==> src/hdl/mlcs_pkg.sv <==
// ----------------------------------------------------------------------------
// mlcs_pkg
// Shared types and constants for the motor lock command sequencer.
// ----------------------------------------------------------------------------
package mlcs_pkg;

   // request ring
   localparam int QUEUE_DEPTH = 16;
   localparam int QUEUE_IDX_W = $clog2(QUEUE_DEPTH);

   // hold timer
   localparam int TIMER_BITS = 16;
   localparam int HOLD_W     = 16;
   localparam int CMP_W      = (TIMER_BITS > HOLD_W) ? TIMER_BITS : HOLD_W;

   // reset values of the hold registers
   localparam logic [HOLD_W-1:0] OPEN_HOLD_RESET  = HOLD_W'(500);
   localparam logic [HOLD_W-1:0] CLOSE_HOLD_RESET = HOLD_W'(30);

   // configuration register indexes
   localparam int CSR_INDEX_W = 1;
   localparam logic [CSR_INDEX_W-1:0] CSR_OPEN_HOLD  = 1'b0;
   localparam logic [CSR_INDEX_W-1:0] CSR_CLOSE_HOLD = 1'b1;

   // issue queue between front and back
   localparam int ISSUE_DEPTH = 2;
   localparam int ISSUE_PTR_W = (ISSUE_DEPTH > 1) ? $clog2(ISSUE_DEPTH) : 1;
   localparam int ISSUE_CNT_W = $clog2(ISSUE_DEPTH + 1);

   localparam int PHASE_W = 3;

   typedef enum logic {
      OP_ENQUEUE = 1'b0,
      OP_TICK    = 1'b1
   } op_type;

   typedef struct packed {
      op_type op;
      logic   target;
      logic   sensor;
   } item_type;

   typedef struct packed {
      logic [HOLD_W-1:0] open_hold;
      logic [HOLD_W-1:0] close_hold;
   } cfg_type;

endpackage

==> src/hdl/mlcs_front.sv <==
// ----------------------------------------------------------------------------
// mlcs_front
// Input register stage: takes request transfers and decodes them into items.
// ----------------------------------------------------------------------------
module mlcs_front (
   input  logic              clock,
   input  logic              reset,
   input  logic              req_valid,
   output logic              req_stall,
   input  logic              req_command,
   input  logic              req_target_state,
   input  logic              req_end_stop_level,
   output logic              push_valid,
   output mlcs_pkg::item_type push_item,
   input  logic              issue_full
);

   logic               hold_valid_ff;
   logic               hold_valid_in;
   mlcs_pkg::item_type hold_item_ff;
   logic               push;
   logic               load;

   assign push      = hold_valid_ff && !issue_full;
   assign req_stall = hold_valid_ff && issue_full;
   assign load      = req_valid && !req_stall;

   always_comb begin
      hold_valid_in = hold_valid_ff;
      if (load) begin
         hold_valid_in = 1'b1;
      end else if (push) begin
         hold_valid_in = 1'b0;
      end
   end

   always_ff @(posedge clock) begin
      if (reset) begin
         hold_valid_ff <= 1'b0;
      end else begin
         hold_valid_ff <= hold_valid_in;
      end
   end

   // payload: classify the command
   always_ff @(posedge clock) begin
      if (load) begin
         hold_item_ff.op     <= req_command ? mlcs_pkg::OP_TICK : mlcs_pkg::OP_ENQUEUE;
         hold_item_ff.target <= req_target_state;
         hold_item_ff.sensor <= req_end_stop_level;
      end
   end

   assign push_valid = push;
   assign push_item  = hold_item_ff;

endmodule

==> src/hdl/mlcs_issue_fifo.sv <==
// ----------------------------------------------------------------------------
// mlcs_issue_fifo
// Short queue of decoded items between the front and the back.
// ----------------------------------------------------------------------------
module mlcs_issue_fifo (
   input  logic               clock,
   input  logic               reset,
   input  logic               push,
   input  mlcs_pkg::item_type push_item,
   output logic               full,
   input  logic               pop,
   output logic               empty,
   output mlcs_pkg::item_type pop_item
);

   mlcs_pkg::item_type                  slot_ff [mlcs_pkg::ISSUE_DEPTH];
   logic [mlcs_pkg::ISSUE_PTR_W-1:0]    wr_ptr_ff, wr_ptr_in;
   logic [mlcs_pkg::ISSUE_PTR_W-1:0]    rd_ptr_ff, rd_ptr_in;
   logic [mlcs_pkg::ISSUE_CNT_W-1:0]    count_ff, count_in;

   function automatic logic [mlcs_pkg::ISSUE_PTR_W-1:0] ptr_next(
      input logic [mlcs_pkg::ISSUE_PTR_W-1:0] p);
      if (p == mlcs_pkg::ISSUE_PTR_W'(mlcs_pkg::ISSUE_DEPTH - 1)) begin
         return '0;
      end
      return p + 1'b1;
   endfunction

   assign full     = (count_ff == mlcs_pkg::ISSUE_CNT_W'(mlcs_pkg::ISSUE_DEPTH));
   assign empty    = (count_ff == '0);
   assign pop_item = slot_ff[rd_ptr_ff];

   always_comb begin
      wr_ptr_in = push ? ptr_next(wr_ptr_ff) : wr_ptr_ff;
      rd_ptr_in = pop  ? ptr_next(rd_ptr_ff) : rd_ptr_ff;
      count_in  = count_ff;
      if (push && !pop) begin
         count_in = count_ff + 1'b1;
      end else if (pop && !push) begin
         count_in = count_ff - 1'b1;
      end
   end

   always_ff @(posedge clock) begin
      if (reset) begin
         wr_ptr_ff <= '0;
         rd_ptr_ff <= '0;
         count_ff  <= '0;
      end else begin
         wr_ptr_ff <= wr_ptr_in;
         rd_ptr_ff <= rd_ptr_in;
         count_ff  <= count_in;
      end
   end

   always_ff @(posedge clock) begin
      if (push) begin
         slot_ff[wr_ptr_ff] <= push_item;
      end
   end

endmodule

==> src/hdl/mlcs_back.sv <==
// ----------------------------------------------------------------------------
// mlcs_back
// Executes items in order: request ring, hold timer, phase sequencer and the
// result register.
// ----------------------------------------------------------------------------
module mlcs_back (
   input  logic                           clock,
   input  logic                           reset,
   input  logic                           item_valid,
   input  mlcs_pkg::item_type             item,
   output logic                           pop,
   input  mlcs_pkg::cfg_type              cfg,
   output logic                           rsp_valid,
   input  logic                           rsp_stall,
   output logic                           rsp_request_refused,
   output logic                           rsp_motor_direction,
   output logic                           rsp_motor_enable,
   output logic                           rsp_latch_state,
   output logic [mlcs_pkg::PHASE_W-1:0]   rsp_sequencer_phase
);

   typedef enum logic [mlcs_pkg::PHASE_W-1:0] {
      PH_WAIT  = 3'd0,
      PH_READ  = 3'd1,
      PH_EXEC  = 3'd2,
      PH_AWAIT = 3'd3,
      PH_HOLD  = 3'd4
   } phase_type;

   localparam int IW = mlcs_pkg::QUEUE_IDX_W;
   localparam int TW = mlcs_pkg::TIMER_BITS;
   localparam int CW = mlcs_pkg::CMP_W;

   logic          store_ff [mlcs_pkg::QUEUE_DEPTH];
   logic          store_we;
   logic          store_rd;

   logic [IW-1:0] head_ff, head_in;
   logic [IW-1:0] tail_ff, tail_in;
   logic [IW-1:0] tail_next;
   phase_type     phase_ff, phase_in;
   logic          active_ff, active_in;
   logic          latch_ff, latch_in;
   logic [TW-1:0] timer_ff, timer_in;
   logic          dir_ff, dir_in;
   logic          en_ff, en_in;
   logic          refused;
   logic [mlcs_pkg::HOLD_W-1:0] hold;

   logic          rsp_valid_ff, rsp_valid_in;
   logic          rsp_refused_ff;
   logic          rsp_dir_ff;
   logic          rsp_en_ff;
   logic          rsp_latch_ff;
   logic [mlcs_pkg::PHASE_W-1:0] rsp_phase_ff;

   function automatic logic [IW-1:0] ring_next(input logic [IW-1:0] i);
      if (i == IW'(mlcs_pkg::QUEUE_DEPTH - 1)) begin
         return '0;
      end
      return i + 1'b1;
   endfunction

   // take an item whenever the result register is free or being drained
   assign pop       = item_valid && (!rsp_valid_ff || !rsp_stall);
   assign tail_next = ring_next(tail_ff);
   assign store_rd  = store_ff[head_ff];
   assign hold      = (active_ff == 1'b0) ? cfg.open_hold : cfg.close_hold;

   always_comb begin
      head_in   = head_ff;
      tail_in   = tail_ff;
      phase_in  = phase_ff;
      active_in = active_ff;
      latch_in  = latch_ff;
      timer_in  = timer_ff;
      dir_in    = dir_ff;
      en_in     = en_ff;
      refused   = 1'b0;
      store_we  = 1'b0;
      if (pop) begin
         if (item.op == mlcs_pkg::OP_ENQUEUE) begin
            if (tail_next == head_ff) begin
               refused = 1'b1;
            end else begin
               store_we = 1'b1;
               tail_in  = tail_next;
            end
         end else begin
            // timer saturates before the sequencer looks at it
            if (timer_ff != '1) begin
               timer_in = timer_ff + 1'b1;
            end
            case (phase_ff)
               PH_WAIT: begin
                  phase_in = PH_READ;
               end
               PH_READ: begin
                  if (head_ff != tail_ff) begin
                     active_in = store_rd;
                     head_in   = ring_next(head_ff);
                     if (store_rd != latch_ff) begin
                        phase_in = PH_EXEC;
                     end
                  end
               end
               PH_EXEC: begin
                  dir_in   = !active_ff;
                  en_in    = 1'b1;
                  phase_in = PH_AWAIT;
               end
               PH_AWAIT: begin
                  if (item.sensor == active_ff) begin
                     timer_in = '0;
                     phase_in = PH_HOLD;
                  end
               end
               PH_HOLD: begin
                  if (CW'(timer_in) > CW'(hold)) begin
                     en_in    = 1'b0;
                     latch_in = active_ff;
                     phase_in = PH_WAIT;
                  end
               end
               default: begin
                  phase_in = PH_WAIT;
               end
            endcase
         end
      end
   end

   always_comb begin
      rsp_valid_in = rsp_valid_ff && rsp_stall;
      if (pop) begin
         rsp_valid_in = 1'b1;
      end
   end

   always_ff @(posedge clock) begin
      if (reset) begin
         head_ff      <= '0;
         tail_ff      <= '0;
         phase_ff     <= PH_WAIT;
         active_ff    <= 1'b0;
         latch_ff     <= 1'b0;
         timer_ff     <= '0;
         dir_ff       <= 1'b0;
         en_ff        <= 1'b0;
         rsp_valid_ff <= 1'b0;
      end else begin
         head_ff      <= head_in;
         tail_ff      <= tail_in;
         phase_ff     <= phase_in;
         active_ff    <= active_in;
         latch_ff     <= latch_in;
         timer_ff     <= timer_in;
         dir_ff       <= dir_in;
         en_ff        <= en_in;
         rsp_valid_ff <= rsp_valid_in;
      end
   end

   always_ff @(posedge clock) begin
      if (store_we) begin
         store_ff[tail_ff] <= item.target;
      end
   end

   always_ff @(posedge clock) begin
      if (pop) begin
         rsp_refused_ff <= refused;
         rsp_dir_ff     <= dir_in;
         rsp_en_ff      <= en_in;
         rsp_latch_ff   <= latch_in;
         rsp_phase_ff   <= phase_in;
      end
   end

   assign rsp_valid           = rsp_valid_ff;
   assign rsp_request_refused = rsp_refused_ff;
   assign rsp_motor_direction = rsp_dir_ff;
   assign rsp_motor_enable    = rsp_en_ff;
   assign rsp_latch_state     = rsp_latch_ff;
   assign rsp_sequencer_phase = rsp_phase_ff;

endmodule

==> src/hdl/motor_lock_command_sequencer_top.sv <==
// ----------------------------------------------------------------------------
// motor_lock_command_sequencer_top
// Command sequencer for a motor-driven latch, with hold-time registers.
// ----------------------------------------------------------------------------
// Each req transfer is either an enqueue (command 0: target_state goes into a
// 16-slot ring that holds up to 15 requests, refused when full) or a tick
// (command 1: the hold timer advances, saturating, and the sequencer steps
// through wait, read, execute, await sensor and hold timing). Every req
// transfer yields exactly one rsp transfer carrying the refused flag of that
// enqueue (0 on a tick) and the motor drive, latch state and phase after the
// item. One item is taken per clock while rsp is not stalled. A result is
// offered on rsp once its item has passed the input register and the
// two-entry issue queue, in that order, and been loaded into the result
// register. While rsp is stalled the result register, the issue queue and
// the input register fill in turn, and req_stall rises once four items are
// held; it falls in the cycle after rsp_stall does. The hold registers take
// writes on the csr port at any time (csr_ready is tied high) but are only
// to be changed while the block is idle; index 0 is the opening hold time,
// index 1 the closing one.
// ----------------------------------------------------------------------------
module motor_lock_command_sequencer_top (
   input  logic                               clock,
   input  logic                               reset,
   // request channel
   input  logic                               req_valid,
   output logic                               req_stall,
   input  logic                               req_command,
   input  logic                               req_target_state,
   input  logic                               req_end_stop_level,
   // result channel
   output logic                               rsp_valid,
   input  logic                               rsp_stall,
   output logic                               rsp_request_refused,
   output logic                               rsp_motor_direction,
   output logic                               rsp_motor_enable,
   output logic                               rsp_latch_state,
   output logic [mlcs_pkg::PHASE_W-1:0]       rsp_sequencer_phase,
   // register writes
   input  logic                               csr_valid,
   output logic                               csr_ready,
   input  logic [mlcs_pkg::CSR_INDEX_W-1:0]   csr_index,
   input  logic [mlcs_pkg::HOLD_W-1:0]        csr_wdata
);

   mlcs_pkg::cfg_type  cfg_ff;
   logic               push_valid;
   mlcs_pkg::item_type push_item;
   logic               issue_full;
   logic               issue_empty;
   logic               pop;
   mlcs_pkg::item_type pop_item;

   // hold-time registers; always ready
   assign csr_ready = 1'b1;

   always_ff @(posedge clock) begin
      if (reset) begin
         cfg_ff.open_hold  <= mlcs_pkg::OPEN_HOLD_RESET;
         cfg_ff.close_hold <= mlcs_pkg::CLOSE_HOLD_RESET;
      end else if (csr_valid && csr_ready) begin
         case (csr_index)
            mlcs_pkg::CSR_OPEN_HOLD:  cfg_ff.open_hold  <= csr_wdata;
            mlcs_pkg::CSR_CLOSE_HOLD: cfg_ff.close_hold <= csr_wdata;
            default: begin
            end
         endcase
      end
   end

   // front: input register and command decode
   mlcs_front u_front (
      .clock              (clock),
      .reset              (reset),
      .req_valid          (req_valid),
      .req_stall          (req_stall),
      .req_command        (req_command),
      .req_target_state   (req_target_state),
      .req_end_stop_level (req_end_stop_level),
      .push_valid         (push_valid),
      .push_item          (push_item),
      .issue_full         (issue_full)
   );

   // decouples the front from result back-pressure
   mlcs_issue_fifo u_issue (
      .clock     (clock),
      .reset     (reset),
      .push      (push_valid),
      .push_item (push_item),
      .full      (issue_full),
      .pop       (pop),
      .empty     (issue_empty),
      .pop_item  (pop_item)
   );

   // back: ring, timer, sequencer, result register
   mlcs_back u_back (
      .clock               (clock),
      .reset               (reset),
      .item_valid          (!issue_empty),
      .item                (pop_item),
      .pop                 (pop),
      .cfg                 (cfg_ff),
      .rsp_valid           (rsp_valid),
      .rsp_stall           (rsp_stall),
      .rsp_request_refused (rsp_request_refused),
      .rsp_motor_direction (rsp_motor_direction),
      .rsp_motor_enable    (rsp_motor_enable),
      .rsp_latch_state     (rsp_latch_state),
      .rsp_sequencer_phase (rsp_sequencer_phase)
   );

endmodule
==> config.mk <==
export PLATFORM = sky130hd
export DESIGN_NAME = motor_lock_command_sequencer_top
export DESIGN_NICKNAME = d
export VERILOG_FILES = /design/src/hdl/mlcs_pkg.sv /design/src/hdl/mlcs_front.sv /design/src/hdl/mlcs_issue_fifo.sv /design/src/hdl/mlcs_back.sv /design/src/hdl/motor_lock_command_sequencer_top.sv
export SDC_FILE = /design/constraint.sdc
export NUM_CORES = 1
export LEC_CHECK = 0
export ABC_AREA = 1
export BUFFER_PORTS_ARGS = -buffer_cell sky130_fd_sc_hd__buf_4
export CELL_PAD_IN_SITES_DETAIL_PLACEMENT = 1
export CELL_PAD_IN_SITES_GLOBAL_PLACEMENT = 2
export CORE_ASPECT_RATIO = 0.9
export CORE_UTILIZATION = 25
export DETAILED_ROUTE_END_ITERATION = 6
export GPL_TIMING_DRIVEN = 0
export PLACE_DENSITY_LB_ADDON = 0.3
export SLEW_MARGIN = 30
export SYNTH_ARGS = -nofsm -noshare
export SYNTH_HDL_FRONTEND = slang
export SYNTH_SLANG_ARGS = --single-unit
==> constraint.sdc <==
create_clock -name clock -period 4.1 [get_ports clock]
set_input_delay 0.82 -clock clock [delete_from_list [all_inputs] [get_ports clock]]
set_output_delay 0.82 -clock clock [all_outputs]
set_load 0.01 [all_outputs]
Yosys cells after proc, flatten, opt, wreduce, memory -nomap -nowiden
Memory sizes are Yosys's and may differ from the RTL's. A register that Yosys moved wholly into a read port is not among the register bits.
Cells that the tools add are included.
{"block": "word_totals", "reg_bits": 79, "ram_bits": 22, "input_bits": 25, "out_inout_bits": 10, "elab_cells": 131, "memories": 2}
{"name": "u_back.store_ff", "words": 16, "word_bits": 1, "read_ports": 1, "rd_ports_with_merged_regs": 1, "write_ports": 1, "line": "mlcs_back.sv:34", "text": "logic store_ff [mlcs_pkg::QUEUE_DEPTH];"}
{"name": "u_issue.slot_ff", "words": 2, "word_bits": 3, "read_ports": 1, "rd_ports_with_merged_regs": 1, "write_ports": 1, "line": "mlcs_issue_fifo.sv:16", "text": "mlcs_pkg::item_type slot_ff [mlcs_pkg::ISSUE_DEPTH];"}
{"block": "classes", "addsub": 7, "order_cmp": 1, "n_eq_ne": 12, "muxes": 58, "bitwise_logic": 3, "reduce_logical": 25}
{"cell": "two-way mux 16 bit", "n": 6}
{"cell": "two-way mux 1 bit", "n": 36}
{"cell": "two-way mux 4 bit", "n": 6}
{"cell": "two-way mux 3 bit", "n": 6}
{"cell": "adder 16 x 1 -> 16 bit (second input constant)", "n": 1}
{"cell": "greater-than comparator 16 bit", "n": 1}
{"cell": "inequality test 16 bit (second input constant)", "n": 1}
{"cell": "one-hot mux 3 bit (5 select lines)", "n": 1}
{"cell": "adder 4 x 1 -> 4 bit (second input constant)", "n": 2}
{"cell": "equality test 4 bit (second input constant)", "n": 2}
{"cell": "logical NOT 1 bit", "n": 8}
{"cell": "logical AND 1 bit", "n": 7}
{"cell": "equality test 3 x 2 -> 1 bit (second input constant)", "n": 2}
{"cell": "AND reduction 2 bit", "n": 3}
{"cell": "equality test 4 bit", "n": 1}
{"cell": "two-way mux 2 bit", "n": 2}
{"cell": "inequality test 4 bit", "n": 1}
{"cell": "AND reduction 4 bit", "n": 1}
{"cell": "nonzero test 2 bit", "n": 2}
{"cell": "equality test 3 x 1 -> 1 bit (second input constant)", "n": 1}
{"cell": "equality test 3 bit (second input constant)", "n": 1}
{"cell": "logical NOT 3 bit", "n": 1}
{"cell": "inverter 1 bit", "n": 3}
{"cell": "AND reduction 3 bit", "n": 1}
{"cell": "9 further kinds", "n": 10}

Logic depth before layout (Yosys ltp)
{"block": "logic_depth", "word_depth": 9, "ltp_mapped": 24}

By module
From an unflattened synthesis, not the netlist that was laid out.
{"block": "hier_totals", "cells_unflattened": 681, "hier_area_um2": 5408.9}
{"mod": "mlcs_back", "instances": 1, "cells_per_inst": 462, "area_each_um2": 3540.9}
{"mod": "motor_lock_command_sequencer_top", "instances": 1, "cells_per_inst": 166, "area_each_um2": 1281.2}
{"mod": "mlcs_issue_fifo", "instances": 1, "cells_per_inst": 42, "area_each_um2": 442.9}
{"mod": "mlcs_front", "instances": 1, "cells_per_inst": 11, "area_each_um2": 143.9}

Worst setup path before layout
No wires, ideal clock.
{"block": "synth_timing", "path_kind": "register -> register", "from": "reg u_back.timer_ff[0]", "to": "reg u_back.rsp_latch_ff (netlist: u_back.rsp_latch_state) (data pin)", "setup_ns": 0.251, "arrival_time_ns": 2.269, "required_ns": 3.849, "slack_ns": 1.580, "path_stages_with_launch": 22, "path_cell_list": "dfxtp_1 -> ha_1 -> nand2_1 -> nor2_1 -> nand2_1 -> nor2_4 -> inv_2 -> nand2_1 -> nand2_1 -> ha_1 -> a21oi_1 -> o21ai_0 -> nand2_1 -> nand3_1 -> nand2_1 -> nand2_1 -> nand2_1 -> nand2_1 -> nand2_1 -> nand2_1 -> nand2_1 -> inv_1"}
{"block": "synth_between", "elab_chain_len": 9, "elab_cells_between_ends": 10, "classes_between": "add/sub (1); order compare (1); eq/ne (1); mux (7)"}
{"element": "from (decl)", "line": "mlcs_back.sv:44", "text": "logic [TW-1:0] timer_ff, timer_in;"}
{"element": "from (signal assigned)", "line": "mlcs_back.sv:157", "text": "timer_ff <= timer_in;"}
{"element": "adder 16 x 1 -> 16 bit / inequality test 16 bit (equally long branches)", "line": "mlcs_back.sv:92, mlcs_back.sv:91"}
{"element": "two-way mux 16 bit (*)", "line": "mlcs_back.sv:91", "text": "if (timer_ff != '1) begin"}
{"element": "two-way mux 16 bit (*)", "line": "mlcs_back.sv:82", "text": "if (item.op == mlcs_pkg::OP_ENQUEUE) begin"}
{"element": "two-way mux 16 bit (*)", "line": "mlcs_back.sv:81", "text": "if (pop) begin"}
{"element": "greater-than comparator 16 bit (*)", "line": "mlcs_back.sv:119", "text": "if (CW'(timer_in) > CW'(hold)) begin"}
{"element": "two-way mux 1 bit (*)", "line": "mlcs_back.sv:119"}
{"element": "two-way mux 1 bit (*)", "line": "mlcs_back.sv:94", "text": "case (phase_ff)"}
{"element": "two-way mux 1 bit (*)", "line": "mlcs_back.sv:82"}
{"element": "two-way mux 1 bit (*)", "line": "mlcs_back.sv:81"}
{"element": "named net u_back.latch_in", "line": "mlcs_back.sv:43", "text": "logic latch_ff, latch_in;"}
{"element": "to (signal assigned)", "line": "mlcs_back.sv:175", "text": "rsp_latch_ff <= latch_in;"}
{"element": "to (decl)", "line": "mlcs_back.sv:54", "text": "logic rsp_latch_ff;"}
The timed path passes the listed nets; every way through them passes the cells marked *. The select of a mux whose other input is x is not followed.
A chain may end at the register's enable or synchronous reset.

Worst setup path after layout
{"block": "layout_timing", "from": "reg u_back.active_ff", "to": "reg u_back.rsp_latch_ff (netlist: u_back.rsp_latch_state) (data pin)"}
{"block": "layout_between", "elab_chain_len": 6}
{"element": "from (decl)", "line": "mlcs_back.sv:42", "text": "logic active_ff, active_in;"}
{"element": "from (signal assigned)", "line": "mlcs_back.sv:155", "text": "active_ff <= active_in;"}
{"element": "two-way mux 16 bit", "line": "mlcs_back.sv:68", "text": "assign hold = (active_ff == 1'b0) ? cfg.open_hold : cfg.close_hold;"}
{"element": "greater-than comparator 16 bit", "line": "mlcs_back.sv:119"}
{"element": "two-way mux 1 bit (*)", "line": "mlcs_back.sv:119"}
{"element": "two-way mux 1 bit (*)", "line": "mlcs_back.sv:94"}
{"element": "two-way mux 1 bit (*)", "line": "mlcs_back.sv:82"}
{"element": "two-way mux 1 bit (*)", "line": "mlcs_back.sv:81"}
{"element": "named net u_back.latch_in", "line": "mlcs_back.sv:43"}
The timed path passes the listed nets; every way through them passes the cells marked *.

==> metrics.md <==
| Metric | Value |
|---|---|
| Status | `finished clean` |
| Sequential-to-total area share from yosys stat | `46.5%` |
| RSZ-0062 raised after global routing | `false` |
| Post-synth top area share | `28.2%` |
| Post-Syn Area | `0.00525 mm^2` |
| Post-synth top cells | `nand2_1 (159), nor2_1 (94), dfxtp_1 (74), inv_1 (70), nand3_1 (42)` |
| CTS Buffer Depth | `2` |
| Chip width | `155 um` |
| CTS tree | `yes` |
| Cts bufs inserted | `9` |
| Total number of cells along the worst setup path | `14` |
| Layout Utilization | `between 30% and 40%` |
| Largest area contributor in the netlist | `dfxtp_1` |
| Gp weighted congestion | `0.784` |
| Ranking of synthesized cells by area | `dfxtp_1 (28%), edfxtp_1 (18%), nand2_1 (11%)` |
| Slowest stage delay, CP | `0.64 ns` |
| Mapped Nets | `717` |
| Layout cells sized above 1 | `~11%` |
| Core ar. | `0.0203 mm^2` |
| Maximum clock rate | `314 MHz` |
| H-tree levels | `3` |
| Fin nets | `approximately 760` |
| Hold_buf cts | `0` |
| Tcrit/Tclk final | `77.7%` |
| Final min period | `3.19 ns` |
| Worst slew margin | `42.6%` |
| Total track usage | `14.5%` |
| Power Density | `467 mW/mm^2` |
| R2R setup slack | `0.91 ns` |
| Worst skew pair latency | `0.36 ns` |
| Pre-CTS WS | `0.809 ns` |
| Reg2reg end | `u_back.rsp_latch_state$_DFFE_PP_` |
| Crit-path max FO | `10` |
| Element type at the critical path end | `flip-flop` |
| Mean Syn Cell Area | `7.84 um^2` |
| Port buffer count | `33` |
| Die area | `0.0216 mm^2` |
| Fin Clk Skew | `approximately 0.013 ns` |
| Final non-filler cell total | `roughly 1000` |
| Leak | `2.53 nW` |
| Post-synth ARST share | `0%` |
| Setup Fix Bufs, Post-CTS | `0` |
| Synth warn | `0` |
| DRC Markers | `0` |
| Drt total wl | `14700 um` |
| Crit path kind | `reg -> reg` |
| Fin Setup TNS | `0 ns` |
| Post-route ant nets | `0` |
| DP Wirelength | `11300 um` |
| Clock-pin slew on the worst setup and hold paths | `0.08 ns` |
| Largest net degree at the start of global routing | `20` |
| Number of synthesized flops with an enable pin | `32` |
| Final setup fails | `0` |
| Power, Total | `roughly 2.9 mW` |
| Num rows | `about 50` |
| Slowest cell on crit path | `buf_1` |
| First-pass GRT wire length | `between 20000 and 25000 um` |
| Slew @ Worst Pin | `around 0.86 ns` |
| Main synth FF type | `dfxtp_1` |
| Crit-path most repeated cell | `nand2_1` |
| Synth Register Bits | `approximately 110` |
| First drt pass iteration count | `4` |
| Reg2reg path depth | `14` |
| Dpl cells | `982` |
| Post-route setup slack | `0.913 ns` |
| Top-count cell post-synth | `nand2_1` |
| Yosys cell types | `39` |
| Starting DRT DRC Count | `between 150 and 200` |
| Post-DR vias/cell | `4.40` |
| Vias in the first global route | `4590` |
| Worst path bufs/invs | `3` |
| CTS sink count | `106` |
| Initial antenna violation count | `0` |
| Routed length per placed instance | `about 15 um` |
| Clk Tree Root Cell | `clkbuf_16` |
| Max IR drop VDD | `0.240 mV` |
| Starting Density | `25.9%` |
| Max-cap violations | `0` |
| Setup crit start kind | `flip-flop` |
| I/O pin count | `35` |
| Crit path cell chain | `buf_2 > buf_1 > mux2i_1 > ha_1 > a21oi_1 > o21ai_0 > nor2_1 > nand2_1 > nand2_1 > nand2_1 > nand2_1 > nand2_1 > nand2_1 > inv_1` |
| Post-Synthesis Cells | `669` |
| Diode count | `0` |
| Final Hold Viols | `0` |
| Kind of cell adding the most delay to the critical path | `buffers and inverters` |
| Worst EP arrival | `3.30 ns` |
| CP endpoint | `u_back.rsp_latch_state$_DFFE_PP_` |
| Worst hold path type | `reg -> reg` |
| Area growth syn-to-layout | `16.8%` |
| Chip Height | `139 um` |
| Gr ovfl total | `0` |
| Vias post-DR | `4393` |
| Critical path required time | `4.21 ns` |
| Crit path from | `u_back.active_ff$_SDFFE_PP0P_` |
| RR Startpoint | `u_back.active_ff$_SDFFE_PP0P_` |
| PostCTS Resize Cnt | `0` |
| Max Slew Vio Count | `0` |
[flip-flops by register name, indices dropped and copies added (netlist names), 2 cells and up, named ones only]
signal / flops
u_issue.count_ff: 2
u_back.timer_ff: 16
u_back.head_ff: 4
cfg_ff: 32
u_back.store_ff: 16
u_issue.slot_ff: 6
u_back.rsp_sequencer_phase: 3
u_front.push_item: 3
u_back.tail_ff: 4
u_back.phase_ff: 3
[kinds of logic after synthesis]
group	Yosys count	synth area share [%]
AO/OA/AOI/OAI	89	8.99
XOR/XNOR	18	3.00
adder cells (fa/ha/maj)	23	5.48
buffers and inverters	95	7.18
flip-flops	106	46.5
multiplexers	16	3.08
other	1	0.0715
AND/OR/NAND/NOR	321	25.7
[how the worst min path moves through the flow]
stage                                               from                         endpoint  slack, ns  cells after the start
after floorplan           u_front.push_item[0]$_DFFE_PP_  u_issue.slot_ff[0][0]$_DFFE_PP_       0.42                      0
after global placement    u_front.push_item[1]$_DFFE_PP_  u_issue.slot_ff[0][1]$_DFFE_PP_       0.43                      0
after detailed placement         cfg_ff[20]$_SDFFE_PP1P_          cfg_ff[20]$_SDFFE_PP1P_       0.45                      2
after CTS                 u_front.push_item[2]$_DFFE_PP_  u_issue.slot_ff[0][2]$_DFFE_PP_       0.46                      0
after global routing      u_front.push_item[2]$_DFFE_PP_  u_issue.slot_ff[1][2]$_DFFE_PP_       0.47                      0
final                     u_front.push_item[2]$_DFFE_PP_  u_issue.slot_ff[1][2]$_DFFE_PP_       0.46                      0
[metal layers]
metal | global-route usage [%] | share of wire [%]
met3 | 3.05 | 2.5
met1 | 19.9 | 51
met4 | 3.13 | 0.88
met5 | 0 | 0
met2 | 23.2 | 46
[through the flow]
stage	instance area [um^2]	hold WS (ns)
global route	6130	0.471
finish	6130	0.463
floorplan	5250	0.421
global placement	5850	0.425
CTS	6130	0.464
detailed placement	5850	0.447
[placed cells by master, fill, tap and decap left out, types with 5 or more instances in the layout]
cell,netlist,layout
buf_4,1,34
xor2_1,14,14
nand3_1,42,42
nor2_1,94,94
clkbuf_1,9,9
inv_1,70,70
mux2i_1,15,15
o21ai_0,37,37
nor3_1,7,7
clkbuf_16,0,9
ha_1,23,23
dfxtp_1,74,74
buf_2,5,5
edfxtp_1,32,32
nand2_1,159,159
a21oi_1,40,40
[power by group]
group          switching [mW]  total [mW]  internal (mW)
registers              0.0755        1.29           1.22
logic                   0.473       0.706          0.233
clock network           0.440       0.863          0.423
[cell type report]
| cell class | count | area [um^2] |
|---|---|---|
| timing repair buffer | 33 | 248 |
| clock buffer | 9 | 225 |
| buffer | 19 | 88.8 |
| tap | 280 | 350 |
| fill | 2460 | 14200 |
| inverter | 76 | 288 |
| multi-input combinational | 468 | 2430 |
| sequential | 106 | 2440 |
| clock inverter | 7 | 58.8 |
(Power assumes the default switching activity.)
